File: config.mk
export PLATFORM = sky130hd
export DESIGN_NAME = integer_to_decimal_ascii
export DESIGN_NICKNAME = d
export VERILOG_FILES = /design/src/hw/rtl/itda_pkg.sv /design/src/hw/rtl/itda_conv.sv /design/src/hw/rtl/itda_emit.sv /design/src/hw/rtl/integer_to_decimal_ascii.sv
export SDC_FILE = /design/constraint.sdc
export NUM_CORES = 1
export LEC_CHECK = 0
export BUFFER_PORTS_ARGS = -buffer_cell sky130_fd_sc_hd__clkbuf_2
export CAP_MARGIN = 40
export CORE_UTILIZATION = 50
export CTS_CLUSTER_DIAMETER = 100
export DETAILED_ROUTE_END_ITERATION = 8
export HOLD_SLACK_MARGIN = 0.12
export PLACE_DENSITY = 0.67
export SYNTH_ARGS = -nofsm -noshare
export SYNTH_HDL_FRONTEND = slang
export SYNTH_HIERARCHICAL = 1
export SYNTH_SLANG_ARGS = --single-unit
File: constraint.sdc
create_clock -name clk -period 4.9 [get_ports clk]
set_input_delay 0 -clock clk [delete_from_list [all_inputs] [get_ports clk]]
set_output_delay 0 -clock clk [all_outputs]
set_load 0.1 [all_outputs]
File: src/hw/rtl/itda_pkg.sv
// Shared types, character codes and sizing helpers for the decimal ASCII printer.
package itda_pkg;

    // Width of the value field on the port and the default conversion width.
    localparam int VALUE_W          = 64;
    localparam int VALUE_BITS_DEF   = 64;

    // log10(2) in Q12, used to size the digit register.
    localparam int LOG10_2_Q12      = 1233;

    // ASCII codes.
    localparam logic [7:0] CH_ZERO    = 8'h30;
    localparam logic [7:0] CH_MINUS   = 8'h2D;
    localparam logic [7:0] CH_NEWLINE = 8'h0A;

    // Number of decimal digits needed to hold any value of the given bit width.
    function automatic int digits_for(input int bits);
        return ((bits * LOG10_2_Q12) >> 12) + 1;
    endfunction

    // Input item.
    typedef struct packed {
        logic [VALUE_W-1:0] value;
        logic               is_signed;
        logic               add_newline;
    } itda_in_t;

    // Result item: one ASCII byte.
    typedef struct packed {
        logic [7:0] char_out;
        logic       last;
    } itda_out_t;

    // Per-item text options handed from the converter to the emitter.
    typedef struct packed {
        logic neg;
        logic nl;
    } itda_flags_t;

endpackage

File: src/hw/rtl/itda_conv.sv
// Bit-serial binary to BCD converter (shift and add-3) with significant digit count.
module itda_conv
    import itda_pkg::*;
#(
    parameter int VALUE_BITS = VALUE_BITS_DEF,
    parameter int NDIG       = digits_for(VALUE_BITS),
    parameter int CNTW       = $clog2(NDIG + 1)
)
(
    input  logic                  clk,
    input  logic                  rst_n,
    input  logic                  start,
    input  logic [VALUE_BITS-1:0] value,
    input  logic                  is_signed,
    input  logic                  add_newline,
    output logic                  busy,
    output logic                  res_valid,
    input  logic                  res_take,
    output logic [NDIG*4-1:0]     bcd,
    output logic [CNTW-1:0]       ndig,
    output itda_flags_t           flags
);

    localparam int BCDW = NDIG * 4;
    localparam int IDXW = (NDIG > 1) ? $clog2(NDIG) : 1;
    localparam int BITW = $clog2(VALUE_BITS + 1);

    typedef enum logic [1:0] {
        S_IDLE,
        S_RUN,
        S_HOLD
    } conv_state_t;

    conv_state_t           state_reg, state_next;
    logic [VALUE_BITS-1:0] bin_reg, bin_next;
    logic [BCDW-1:0]       bcd_reg, bcd_next;
    logic [CNTW-1:0]       ndig_reg, ndig_next;
    logic [BITW-1:0]       cnt_reg, cnt_next;
    itda_flags_t           flags_reg, flags_next;

    logic                  neg;
    logic [VALUE_BITS-1:0] mag;
    logic [BCDW-1:0]       corr;
    logic [BCDW-1:0]       shifted;
    logic [3:0]            top_dig;
    logic [IDXW-1:0]       top_idx;

    // Magnitude of the incoming value; the most negative value wraps to 2^(N-1).
    assign neg = is_signed & value[VALUE_BITS-1];
    assign mag = neg ? (~value + {{(VALUE_BITS-1){1'b0}}, 1'b1}) : value;

    // Add 3 to every digit of 5 or more, then shift in the next binary bit.
    always_comb
    begin
        for (int d = 0; d < NDIG; d++)
        begin
            corr[d*4 +: 4] = (bcd_reg[d*4 +: 4] >= 4'd5) ?
                             (bcd_reg[d*4 +: 4] + 4'd3) : bcd_reg[d*4 +: 4];
        end
        shifted = {corr[BCDW-2:0], bin_reg[VALUE_BITS-1]};
    end

    // The digit just above the current top is the only one that can become nonzero.
    assign top_idx = ndig_reg[IDXW-1:0];
    assign top_dig = shifted[top_idx*4 +: 4];

    // Sequencer next state.
    always_comb
    begin
        state_next = state_reg;
        bin_next   = bin_reg;
        bcd_next   = bcd_reg;
        ndig_next  = ndig_reg;
        cnt_next   = cnt_reg;
        flags_next = flags_reg;
        case (state_reg)
            S_IDLE:
            begin
                if (start)
                begin
                    bin_next       = mag;
                    bcd_next       = '0;
                    ndig_next      = CNTW'(1);
                    cnt_next       = BITW'(VALUE_BITS);
                    flags_next.neg = neg;
                    flags_next.nl  = add_newline;
                    state_next     = S_RUN;
                end
            end
            S_RUN:
            begin
                bin_next = {bin_reg[VALUE_BITS-2:0], 1'b0};
                bcd_next = shifted;
                if ((ndig_reg < CNTW'(NDIG)) && (top_dig != 4'd0))
                begin
                    ndig_next = ndig_reg + CNTW'(1);
                end
                cnt_next = cnt_reg - BITW'(1);
                if (cnt_reg == BITW'(1))
                begin
                    state_next = S_HOLD;
                end
            end
            S_HOLD:
            begin
                if (res_take)
                begin
                    state_next = S_IDLE;
                end
            end
            default:
            begin
                state_next = S_IDLE;
            end
        endcase
    end

    // State and working registers.
    always_ff @(posedge clk or negedge rst_n)
    begin
        if (!rst_n)
        begin
            state_reg <= S_IDLE;
            bin_reg   <= '0;
            bcd_reg   <= '0;
            ndig_reg  <= CNTW'(1);
            cnt_reg   <= '0;
            flags_reg <= '0;
        end
        else
        begin
            state_reg <= state_next;
            bin_reg   <= bin_next;
            bcd_reg   <= bcd_next;
            ndig_reg  <= ndig_next;
            cnt_reg   <= cnt_next;
            flags_reg <= flags_next;
        end
    end

    assign busy      = (state_reg != S_IDLE);
    assign res_valid = (state_reg == S_HOLD);
    assign bcd       = bcd_reg;
    assign ndig      = ndig_reg;
    assign flags     = flags_reg;

endmodule

File: src/hw/rtl/itda_emit.sv
// Text emitter: sign, significant digits most significant first, optional newline.
module itda_emit
    import itda_pkg::*;
#(
    parameter int NDIG = digits_for(VALUE_BITS_DEF),
    parameter int CNTW = $clog2(NDIG + 1)
)
(
    input  logic              clk,
    input  logic              rst_n,
    input  logic              src_valid,
    output logic              src_take,
    input  logic [NDIG*4-1:0] bcd,
    input  logic [CNTW-1:0]   ndig,
    input  itda_flags_t       flags,
    output logic              rsp_valid,
    input  logic              rsp_stall,
    output itda_out_t         rsp
);

    localparam int BCDW = NDIG * 4;
    localparam int IDXW = (NDIG > 1) ? $clog2(NDIG) : 1;

    typedef enum logic [1:0] {
        E_IDLE,
        E_SIGN,
        E_DIGITS,
        E_NEWLINE
    } emit_state_t;

    emit_state_t     state_reg;
    logic [BCDW-1:0] bcd_reg;
    logic [IDXW-1:0] idx_reg;
    logic            nl_reg;
    logic            valid_reg;
    itda_out_t       rsp_reg;

    logic            out_free;
    logic [3:0]      dig;

    // The output register can be loaded when empty or when its item leaves now.
    assign out_free = !valid_reg || !rsp_stall;
    assign src_take = (state_reg == E_IDLE) && src_valid;
    assign dig      = bcd_reg[idx_reg*4 +: 4];

    // State and output register.
    always_ff @(posedge clk or negedge rst_n)
    begin
        if (!rst_n)
        begin
            state_reg <= E_IDLE;
            bcd_reg   <= '0;
            idx_reg   <= '0;
            nl_reg    <= 1'b0;
            valid_reg <= 1'b0;
            rsp_reg   <= '0;
        end
        else
        begin
            // Every state but idle puts a byte into a free output register.
            if (out_free)
            begin
                valid_reg <= (state_reg != E_IDLE);
            end
            case (state_reg)
                E_IDLE:
                begin
                    if (src_valid)
                    begin
                        bcd_reg   <= bcd;
                        idx_reg   <= IDXW'(ndig - CNTW'(1));
                        nl_reg    <= flags.nl;
                        state_reg <= flags.neg ? E_SIGN : E_DIGITS;
                    end
                end
                E_SIGN:
                begin
                    if (out_free)
                    begin
                        rsp_reg.char_out <= CH_MINUS;
                        rsp_reg.last     <= 1'b0;
                        state_reg        <= E_DIGITS;
                    end
                end
                E_DIGITS:
                begin
                    if (out_free)
                    begin
                        rsp_reg.char_out <= CH_ZERO + {4'd0, dig};
                        rsp_reg.last     <= (idx_reg == '0) && !nl_reg;
                        if (idx_reg == '0)
                        begin
                            state_reg <= nl_reg ? E_NEWLINE : E_IDLE;
                        end
                        else
                        begin
                            idx_reg <= idx_reg - IDXW'(1);
                        end
                    end
                end
                E_NEWLINE:
                begin
                    if (out_free)
                    begin
                        rsp_reg.char_out <= CH_NEWLINE;
                        rsp_reg.last     <= 1'b1;
                        state_reg        <= E_IDLE;
                    end
                end
                default:
                begin
                    state_reg <= E_IDLE;
                end
            endcase
        end
    end

    assign rsp_valid = valid_reg;
    assign rsp       = rsp_reg;

endmodule

File: src/hw/rtl/integer_to_decimal_ascii.sv
// Top level of the binary to decimal ASCII printer.
// Each accepted item is loaded into a shift-and-add-3 register that takes one
// bit per cycle, and its digits are then handed to the emitter. The emitter
// sends one byte per cycle through its output register while the output is
// not stalled: an optional '-', the significant digits, and an optional newline,
// 1 to 21 bytes in all at the default width, with last set on the final byte. The
// converter takes the next item as soon as its digits have been handed over, so
// conversion overlaps emission and the sustained rate is set by the converter
// when the output is not stalled. Bits of value above VALUE_BITS are ignored.
module integer_to_decimal_ascii
    import itda_pkg::*;
#(
    parameter int VALUE_BITS = VALUE_BITS_DEF
)
(
    input  logic      clk,
    input  logic      rst_n,
    input  logic      req_valid,
    output logic      req_stall,
    input  itda_in_t  req,
    output logic      rsp_valid,
    input  logic      rsp_stall,
    output itda_out_t rsp
);

    localparam int NDIG = digits_for(VALUE_BITS);
    localparam int CNTW = $clog2(NDIG + 1);

    logic              conv_busy;
    logic              conv_valid;
    logic              conv_take;
    logic [NDIG*4-1:0] conv_bcd;
    logic [CNTW-1:0]   conv_ndig;
    itda_flags_t       conv_flags;

    // Input is taken only while the converter is idle.
    assign req_stall = conv_busy;

    itda_conv #(
        .VALUE_BITS (VALUE_BITS),
        .NDIG       (NDIG),
        .CNTW       (CNTW)
    ) u_conv (
        .clk         (clk),
        .rst_n       (rst_n),
        .start       (req_valid && !conv_busy),
        .value       (req.value[VALUE_BITS-1:0]),
        .is_signed   (req.is_signed),
        .add_newline (req.add_newline),
        .busy        (conv_busy),
        .res_valid   (conv_valid),
        .res_take    (conv_take),
        .bcd         (conv_bcd),
        .ndig        (conv_ndig),
        .flags       (conv_flags)
    );

    itda_emit #(
        .NDIG (NDIG),
        .CNTW (CNTW)
    ) u_emit (
        .clk       (clk),
        .rst_n     (rst_n),
        .src_valid (conv_valid),
        .src_take  (conv_take),
        .bcd       (conv_bcd),
        .ndig      (conv_ndig),
        .flags     (conv_flags),
        .rsp_valid (rsp_valid),
        .rsp_stall (rsp_stall),
        .rsp       (rsp)
    );

endmodule

* After elaboration in Yosys (flattened, before gate mapping)
Cells that the tools add are included.
** Word-level totals
- Bits of input ports :: 70
- Word-level logic and storage cells :: 157
- Output and inout bits :: 11
- Register bits :: 258
** Cells by class
- Shift-type cells :: 2
- Mux-type cells :: 50
- Equality and inequality tests :: 16
- Reduce and logical (&&, ||, !) cells :: 26
- Bitwise logic cells :: 2
- $add $sub $neg :: 26
- Order comparisons :: 21
** Operator list (number)
- 80-bit case mux with 2 select lines :: 1
- 80-bit by 8-bit indexed part select with 4-bit output :: 2
- 64-bit 2-to-1 mux :: 2
- 64-bit case mux with 2 select lines :: 1
- 4-bit by 3-bit >= comparator with 1-bit output (second input constant) :: 20
- 80-bit 2-to-1 mux :: 1
- 4-bit by 2-bit adder with 4-bit output (second input constant) :: 19
- 4-bit 2-to-1 mux :: 19
- 64-bit by 1-bit adder with 64-bit output (second input constant) :: 1
- 64-bit NOT :: 1
- 9-bit 2-to-1 mux :: 3
- 9-bit case mux with 3 select lines :: 1
- 5-bit 2-to-1 mux :: 5
- 2-bit 2-to-1 mux :: 10
- 5-bit case mux with 2 select lines :: 2
- 2-bit by 1-bit != test with 1-bit output (second input constant) :: 8
- 7-bit case mux with 2 select lines :: 1
- 5-bit by 1-bit subtractor with 5-bit output (second input constant) :: 2
- 2-bit case mux with 4 select lines :: 1
- 4-bit AND reduction :: 2
- 2-bit nonzero test :: 4
- 6-bit by 4-bit adder with 7-bit output (first input constant) :: 1
- 7-bit by 1-bit == test with 1-bit output (second input constant) :: 1
- 7-bit 2-to-1 mux :: 1
- other kinds (20) :: 34

* Longest topological paths before layout
Gate-level depths: netlist of the first run.
- Depth in word-level cells :: 7
- Depth in mapped cells :: 10
- Depth with buffers taken out :: 10

* By module
Netlist of the first run, hierarchy kept.
** Modules (own cells, without submodules)
- itda_conv :: sequential area each 4005.1 µm², instances 1, area an instance 10455.0 µm², cells an instance 1203
- itda_emit :: sequential area each 2402.3 µm², instances 1, area an instance 4604.4 µm², cells an instance 327
- integer_to_decimal_ascii :: sequential area each 0.0 µm², instances 1, area an instance 13.8 µm², cells an instance 1

* Worst setup path before layout of the first run
No wires, ideal clock.
- Path kind :: register to register
- Start point :: reg u_conv.state_reg[0]
- End point :: reg u_conv.ndig_reg[2], in the netlist u_conv/ndig[2]
- Setup slack :: 2.359 ns
- Library setup time :: 0.079 ns
- Path buffers :: 1
- Stages on the path, launching flop included :: 11
- Arrival :: 2.462 ns
- Cell sequence :: dfrtp_1 nor2_1 inv_1 nor2b_4 and2_1 clkbuf_1 a41o_1 a41oi_1 a21boi_0 a211o_1 mux2i_1
** On the way
- Longest elaborated chain between the ends :: 5
- Elaborated cells on any way between the ends :: 10
** Ends and longest elaborated chain
- start, declared :: line itda_conv.sv:34 : conv_state_t state_reg, state_next;
- start signal, assigned :: line itda_conv.sv:132 : state_reg <= state_next;
- 2-bit nonzero test :: line itda_conv.sv:141 : assign busy = (state_reg != S_IDLE);
- via req_stall :: line integer_to_decimal_ascii.sv:19 : output logic req_stall,
- 1-bit logical NOT :: line integer_to_decimal_ascii.sv:46 : .start (req_valid && !conv_busy),
- 1-bit logical AND :: line integer_to_decimal_ascii.sv:46
- 2-bit by 1-bit != test with 1-bit output (no line)
- 3-bit AND reduction (no line)
- end signal, assigned :: line itda_conv.sv:135 : ndig_reg <= ndig_next;
- end, declared :: line itda_conv.sv:37 : logic [CNTW-1:0] ndig_reg, ndig_next;
The timed path passes the listed nets, and every way through them passes these cells.
A chain may end at the register's enable or synchronous reset.

* Worst setup path in the final report of the first run
- Start point :: in req[16] in the netlist's numbering
- End point :: reg u_conv.bin_reg[61]
** On the way
- Longest elaborated chain between the ends :: 5
** Ends and longest elaborated chain
- start, declared :: line integer_to_decimal_ascii.sv:20 : input itda_in_t req,
- 64-bit NOT :: line itda_conv.sv:50 : assign mag = neg ? (~value + {{(VALUE_BITS-1){1'b0}}, 1'b1}) : value;
- 64-bit by 1-bit adder with 64-bit output :: line itda_conv.sv:50
- 64-bit 2-to-1 mux :: line itda_conv.sv:50
- 64-bit 2-to-1 mux :: line itda_conv.sv:79 : if (start)
- 64-bit case mux with 2 select lines :: line itda_conv.sv:76 : case (state_reg)
- end signal, assigned :: line itda_conv.sv:133 : bin_reg <= bin_next;
- end, declared :: line itda_conv.sv:35 : logic [VALUE_BITS-1:0] bin_reg, bin_next;
No other way between the ends. The select of a mux whose other input is x is not followed.

==> impl_metrics.yaml, run 1 <==
synth:
  syn-cell-area_sq_um: 15100
  yosysWarnings: 6
  syn-instance-count: 1531
  synth_seq_cells: 256
  yosysTopAreaCell: "dfrtp_1"
  synth_edf_count: 0
  synth-async-reset-ratio: 1.00
  yosysTopAreaCellShare: 0.423
  synth_top_flop_cell: "dfrtp_1"
  postSynthAreaPerCell_sq_um: 9.85
  seq_area_frac_synth: 0.425
  synth.distinct_cells: 83
  synth_area_leaders: "dfrtp_1 42%, mux2_2 6.8%, o21ai_0 5.1%"
timing:
  hold_viol_final: 0
  max_freq_ghz: 0.280
  fin_crit_sh: 0.729
  fin_skew_ns: 0.00779
  final-max-slew-violation-count: 0
  worst_pin_slew_ns: 0.971
  rsz0062_at_grt: "false"
  final.setup.tns_ns: 0
  setup_ws_ns: 1.33
  layout_min_cycle_time_ns: 3.57
  setup_viol: 0
  relSlewSlack: 0.353
pwr:
  combPwrFrac: 0.170
  net-switching-power_mw: 1.56
  powerDensity_nw_per_um2: 305
  p_seq_frac: 0.416
  power_frac_clock: 0.414
  cellInternalPower_mw: 3.90
  vdd_ir_drop_max_uv: 244
  switching_share: 0.286
  power_mw: 5.46
  leakage_nw: 7.87
cts:
  cts_tree: "yes"
  cts.sinks: 256
  clkLatencyLatePin_ns: 0.56
  post_cts_buffers: 0
  cts_buffers: 30
  htree_levels: 1
  cts.path.max_buffers: 3
  clk_pin_slew_ns: 0.06
  clock-root-buffer: "clkbuf_16"
worst_setup_path:
  critPathLaunchType: "primary input"
  reg2reg_depth: 5
  r2r_start: "u_conv/state_reg[1]"
  rrSetupSlack_ns: 1.98
  path_class: "primary input to flop"
  reg2reg_to: "u_emit/bcd_reg[48]"
  crit_path_end_kind: "flop"
  worstPathRequired_ns: 5.32
  arrival_ns: 3.99
  crit_fanout: 10
cells_and_area:
  final_common_cell: "dfrtp_1"
  area_growth_pct: 18.6
  mostFrequentLayoutCells: "255 x dfrtp_1, 153 x o21ai_0, 112 x dlygate4sd3_1"
  n_antenna_cell: 0
  final_util: 0.603
  layout-drive-gt1-share: 0.165
  layout.nets: 1788
status:
  outcome: "complete, no violations"
placed_design:
  dpl.hpwl_mm: 25.4
  pre_cts_ws_ns: 1.96
  gp_congestion: 0.892
  port_buffers: 78
hold_path:
  hp-class: "primary input to asynchronous set/reset pin"
detailed_routing:
  drt_iter0_drc: 1147
  vias_per_cell: 6.15
  routed_wl_mm: 39.9
  wire_per_inst_um: 19.2
  num_vias: 12813
  dr.pass1.iters: 6
  ant_nets: 0
  drc_errors: 0
floorplan:
  initial_core_util: 0.509
  ios: 81
  dieArea_sq_um: 30800
  die_y_um: 176
  die_width_um: 176
  core_area_sq_um: 29600
  fp-row-count: 63
grt:
  first_global_vias: 12654
  grt_antenna_before_repair: 0
  overflow: 0
  grt_pass1_wl_mm: 66.0
  grtUsageTotal: 0.265
  grt_start_max_net_pins: 133
flow_run:
  maxCapViolations: 0
-- cell type report --
cell class / count / area [sq um]
clock buffer: 43 / 881
clock inverter: 9 / 126
fill: 2519 / 11800
inverter: 62 / 233
multi-input combinational: 1116 / 8030
sequential: 256 / 6410
tap: 390 / 488
timing repair buffer: 207 / 1710
-- what timing repair did --
action | 4_1_cts | 5_1_grt
gates resized for setup | 0 | 0
endpoints found under the hold margin | 202 | 0
hold buffers | 112 | 0
-- cells by family (layout without fill, tap and decap cells) --
kind of cell	after synthesis	after routing	synth area share
flops	256	256	0.425
compound gates	482	482	0.206
xor+xnor	70	70	0.0407
simple gates	385	385	0.136
other cells	1	2	0.000249
fa+ha+maj	45	45	0.0374
buf+inv	160	321	0.0446
mux	132	132	0.110
-- synth_stat cells, types with 6 or more instances --
cell,instances
buf_2,15
clkbuf_1,66
buf_4,8
a22oi_1,59
a21oi_1,94
nor3_1,31
o31ai_1,26
mux4_1,6
mux2i_1,24
buf_1,6
a22o_1,8
a211oi_1,16
o41ai_1,6
nor2b_1,14
mux4_2,10
nand3_1,62
o21ai_1,14
nor2_1,64
inv_1,62
xnor2_1,43
dfrtp_1,255
o32ai_1,6
nand2b_1,29
a31o_2,7
xor2_1,27
a32oi_1,6
nor4_1,9
a32o_1,13
o21ai_0,153
mux2_2,91
o2111ai_1,8
ha_1,45
a31oi_1,13
nand4_1,7
or4_1,10
a21o_1,7
nor3b_1,15
nand2_1,98
-- power groups by stage --
stage	registers (mW)	logic [mW]	clock network, mW
2_1_floorplan	2.43	0.467	0
3_3_place_gp	2.30	0.819	0
3_5_place_dp	2.31	0.826	0
4_1_cts	2.27	0.917	2.31
5_1_grt	2.28	0.993	2.39
6_report	2.27	0.927	2.26
-- layer usage --
metal | up-vias | GRT usage | share of wire
li1 | 5968 | - | -
met1 | 6277 | 0.362 | 0.44
met2 | 472 | 0.437 | 0.47
met3 | 96 | 0.0340 | 0.060
met4 | 0 | 0.0848 | 0.027
met5 | - | 0 | 0
-- how the worst max path moves through the flow --
stage | startpoint | to | slack [ns]
after CTS | req[16] | u_conv/bin_reg[61] | 1.45
after global routing | req[16] | u_conv/bin_reg[61] | 1.18
after floorplan | u_conv/state_reg[0] | u_conv/ndig[2] | 2.36
final | req[16] | u_conv/bin_reg[61] | 1.33
after global placement | req[18] | u_conv/bin_reg[61] | 2.03
after detailed placement | req[16] | u_conv/bin_reg[61] | 1.96
-- worst max-delay path: stages --
cell,delay [ns]
dlygate4sd3_1,0.56
clkbuf_2,0.16
or4_4,0.54
or4_1,0.63
nor3_4,0.37
and4b_1,0.57
nand2_4,0.13
nor4_4,0.19
mux2i_1,0.21
dlygate4sd3_1,0.56
o21ai_1,0.05
-- per-stage QoR --
stage	hold slack, ns	area [sq um]	cells
after CTS	0.191	17900	2083
after global placement	0.181	15700	1916
final	0.121	17900	2083
after global routing	0.223	17900	2083
after floorplan	-0.296	15100	1532
after detailed placement	0.185	15700	1919
Power figures use the tool's default switching activity.
==> inputs of run 2 (changes only) <==
--- a/config.mk
+++ b/config.mk
@@ -11,7 +11,7 @@
 export CTS_CLUSTER_DIAMETER = 100
 export DETAILED_ROUTE_END_ITERATION = 8
 export HOLD_SLACK_MARGIN = 0.12
-export PLACE_DENSITY = 0.67
+export PLACE_DENSITY = 0.7
 export SYNTH_ARGS = -nofsm -noshare
 export SYNTH_HDL_FRONTEND = slang
 export SYNTH_HIERARCHICAL = 1
==> constraint.sdc (replaced) <==
create_clock -name clk -period 2.9 [get_ports clk]
set_input_delay 0 -clock clk [delete_from_list [all_inputs] [get_ports clk]]
set_output_delay 0 -clock clk [all_outputs]
set_load 0.1 [all_outputs]
==> run 2 against run 1 <==
Net effect: global-route usage decreased by 0.15 points; setup slack worse by 1.3 ns; die area unchanged; largest cell class unchanged; clock skew grew 0.015 ns; critical path type unchanged.
==> impl_metrics.yaml, run 2 (synthesis gave the netlist of run 1 again) <==
cts:
  cts_tree: "yes"
  clkLatencyLatePin_ns: 0.56
  clock-root-buffer: "clkbuf_16"
  cts_buffers: 29
  cts.sinks: 256
  clk_pin_slew_ns: 0.06
  htree_levels: 1
  cts.path.max_buffers: 3
detailed_routing:
  drc_errors: 0
  num_vias: 12829
  dr.pass1.iters: 5
  vias_per_cell: 6.09
  ant_nets: 0
  drt_iter0_drc: 1066
  wire_per_inst_um: 19.3
  routed_wl_mm: 40.6
grt:
  grt_antenna_before_repair: 0
  first_global_vias: 12516
  overflow: 0
  grtUsageTotal: 0.263
  grt_start_max_net_pins: 90
  grt_pass1_wl_mm: 65.8
cells_and_area:
  area_growth_pct: 19.9
  seq_area_sq_um: 6410
  layout.nets: 1810
  multiInputGateArea_sq_um: 8090
  layout-drive-gt1-share: 0.190
  nFillCells: 2382
  final_common_cell: "dfrtp_1"
  mostFrequentLayoutCells: "255 x dfrtp_1, 152 x o21ai_0, 105 x dlygate4sd3_1"
  final_util: 0.610
  instances_no_fill: 2107
  n_antenna_cell: 0
worst_setup_path:
  r2r_start: "u_conv/bcd[0]"
  crit_fanout: 6
  critPathLaunchType: "primary input"
  arrival_ns: 3.32
  crit_path_end_kind: "flop"
  reg2reg_depth: 10
  cp_common_cell: "dlygate4sd3_1"
  rrSetupSlack_ns: 0.11
  cp_top_family: "simple AND/OR/NAND/NOR gates"
  path_class: "primary input to flop"
  path_buf_inv: 3
  crit_start: "req[20]"
  cp_num_cells: 10
  endpoint: "u_conv/bin_reg[51]"
  reg2reg_to: "u_conv/ndig[2]"
  critPathMaxStageDelay_ns: 0.71
  path_cells: "dlygate4sd3_1 > clkbuf_2 > or4_1 > nor3_4 > nand2_1 > nor3_1 > a31oi_1 > xnor2_1 > dlygate4sd3_1 > o21ai_0"
  worstPathRequired_ns: 3.36
  critPathSlowestCell: "or4_1"
pwr:
  power_frac_clock: 0.403
  p_seq_frac: 0.425
  switching_share: 0.294
  leakage_nw: 7.99
  vdd_ir_drop_max_uv: 443
  net-switching-power_mw: 2.66
  combPwrFrac: 0.172
  power_mw: 9.04
  cellInternalPower_mw: 6.38
  powerDensity_nw_per_um2: 500
timing:
  worst_pin_slew_ns: 0.947
  final.setup.tns_ns: 0
  hold_viol_final: 0
  fin_crit_sh: 0.987
  relSlewSlack: 0.363
  max_freq_ghz: 0.349
  layout_min_cycle_time_ns: 2.86
  fin_skew_ns: 0.0230
  final-max-slew-violation-count: 0
  setup_viol: 0
floorplan:
  die_y_um: 176
  core_area_sq_um: 29600
  fp-row-count: 63
  dieArea_sq_um: 30800
  initial_core_util: 0.509
  die_width_um: 176
  ios: 81
placed_design:
  dpl.hpwl_mm: 25.9
  placed_cells_incl_taps: 1946
  port_buffers: 78
  gp_congestion: 0.893
status:
  outcome: "complete, no violations"
hold_path:
  hold_start: "req[1]"
  hp-class: "primary input to flop"
flow_run:
  maxCapViolations: 0
run 2: cell types whose count changed in the layout (fill, tap and decap cells not counted), sizes merged:
cell	delta
clkinv	+5
dlymetal6s4s	+1
clkbuf	-7
buf	+30
bufinv	-1
dlygate4sd3	-7
clkinvlp	+3
run 2: worst reg2reg max path, delay by kind of cell (launching register included):
kind / cells / cell delay, ns
compound gates: 5 / 1.47
flops: 1 / 0.41
fa+ha+maj: 1 / 0.25
xor+xnor: 1 / 0.16
buf+inv: 1 / 0.12
mux: 1 / 0.12
simple gates: 1 / 0.09
run 2: routing by layer:
layer / GRT usage / part of all wire
met5: 0 / 0
met2: 0.439 / 0.48
met4: 0.0623 / 0.022
met1: 0.366 / 0.45
met3: 0.0312 / 0.052
run 2: through the flow:
stage	setup slack [ns]	instance area [sq um]	hold WS, ns
finish	0.0383	18100	0.134
global route	-0.0337	18100	0.176
CTS	0.0244	18000	0.162
detailed placement	0.134	16000	0.0853
global placement	0.193	16000	0.0911
floorplan	0.359	15100	-0.296
run 2: what timing repair did:
item | in CTS | in global routing
resized for setup | 0 | 17
hold buffers | 108 | 0
buffers inserted | 0 | 3
endpoints found under the hold margin | 305 | 0
endpoints found under the setup margin | 0 | 13
run 2: worst min-delay path by stage:
stage                               to  slack (ns)  cells after the start
CTS                    u_conv/flags[1]        0.16                      3
finish              u_conv/bin_reg[54]        0.13                      5
global placement        u_conv/bcd[78]        0.09                      1
global route        u_conv/bin_reg[54]        0.18                      5
detailed placement      u_conv/bcd[78]        0.09                      1
floorplan                u_conv/bcd[0]       -0.30                      0
run 2: layout make-up:
class	instances	share of cell area
clock buffer	37	0.0446
clock inverter	16	0.00796
inverter	62	0.0129
multi-input combinational	1116	0.447
sequential	256	0.355
tap	390	0.0270
timing repair buffer	230	0.106
run 2: power by group through the flow:
stage | registers [mW] | clock network [mW] | logic (mW)
detailed placement | 3.91 | 0 | 1.38
global route | 3.86 | 3.85 | 1.66
floorplan | 4.10 | 0 | 0.790
finish | 3.84 | 3.65 | 1.55
global placement | 3.90 | 0 | 1.37
CTS | 3.84 | 3.72 | 1.53
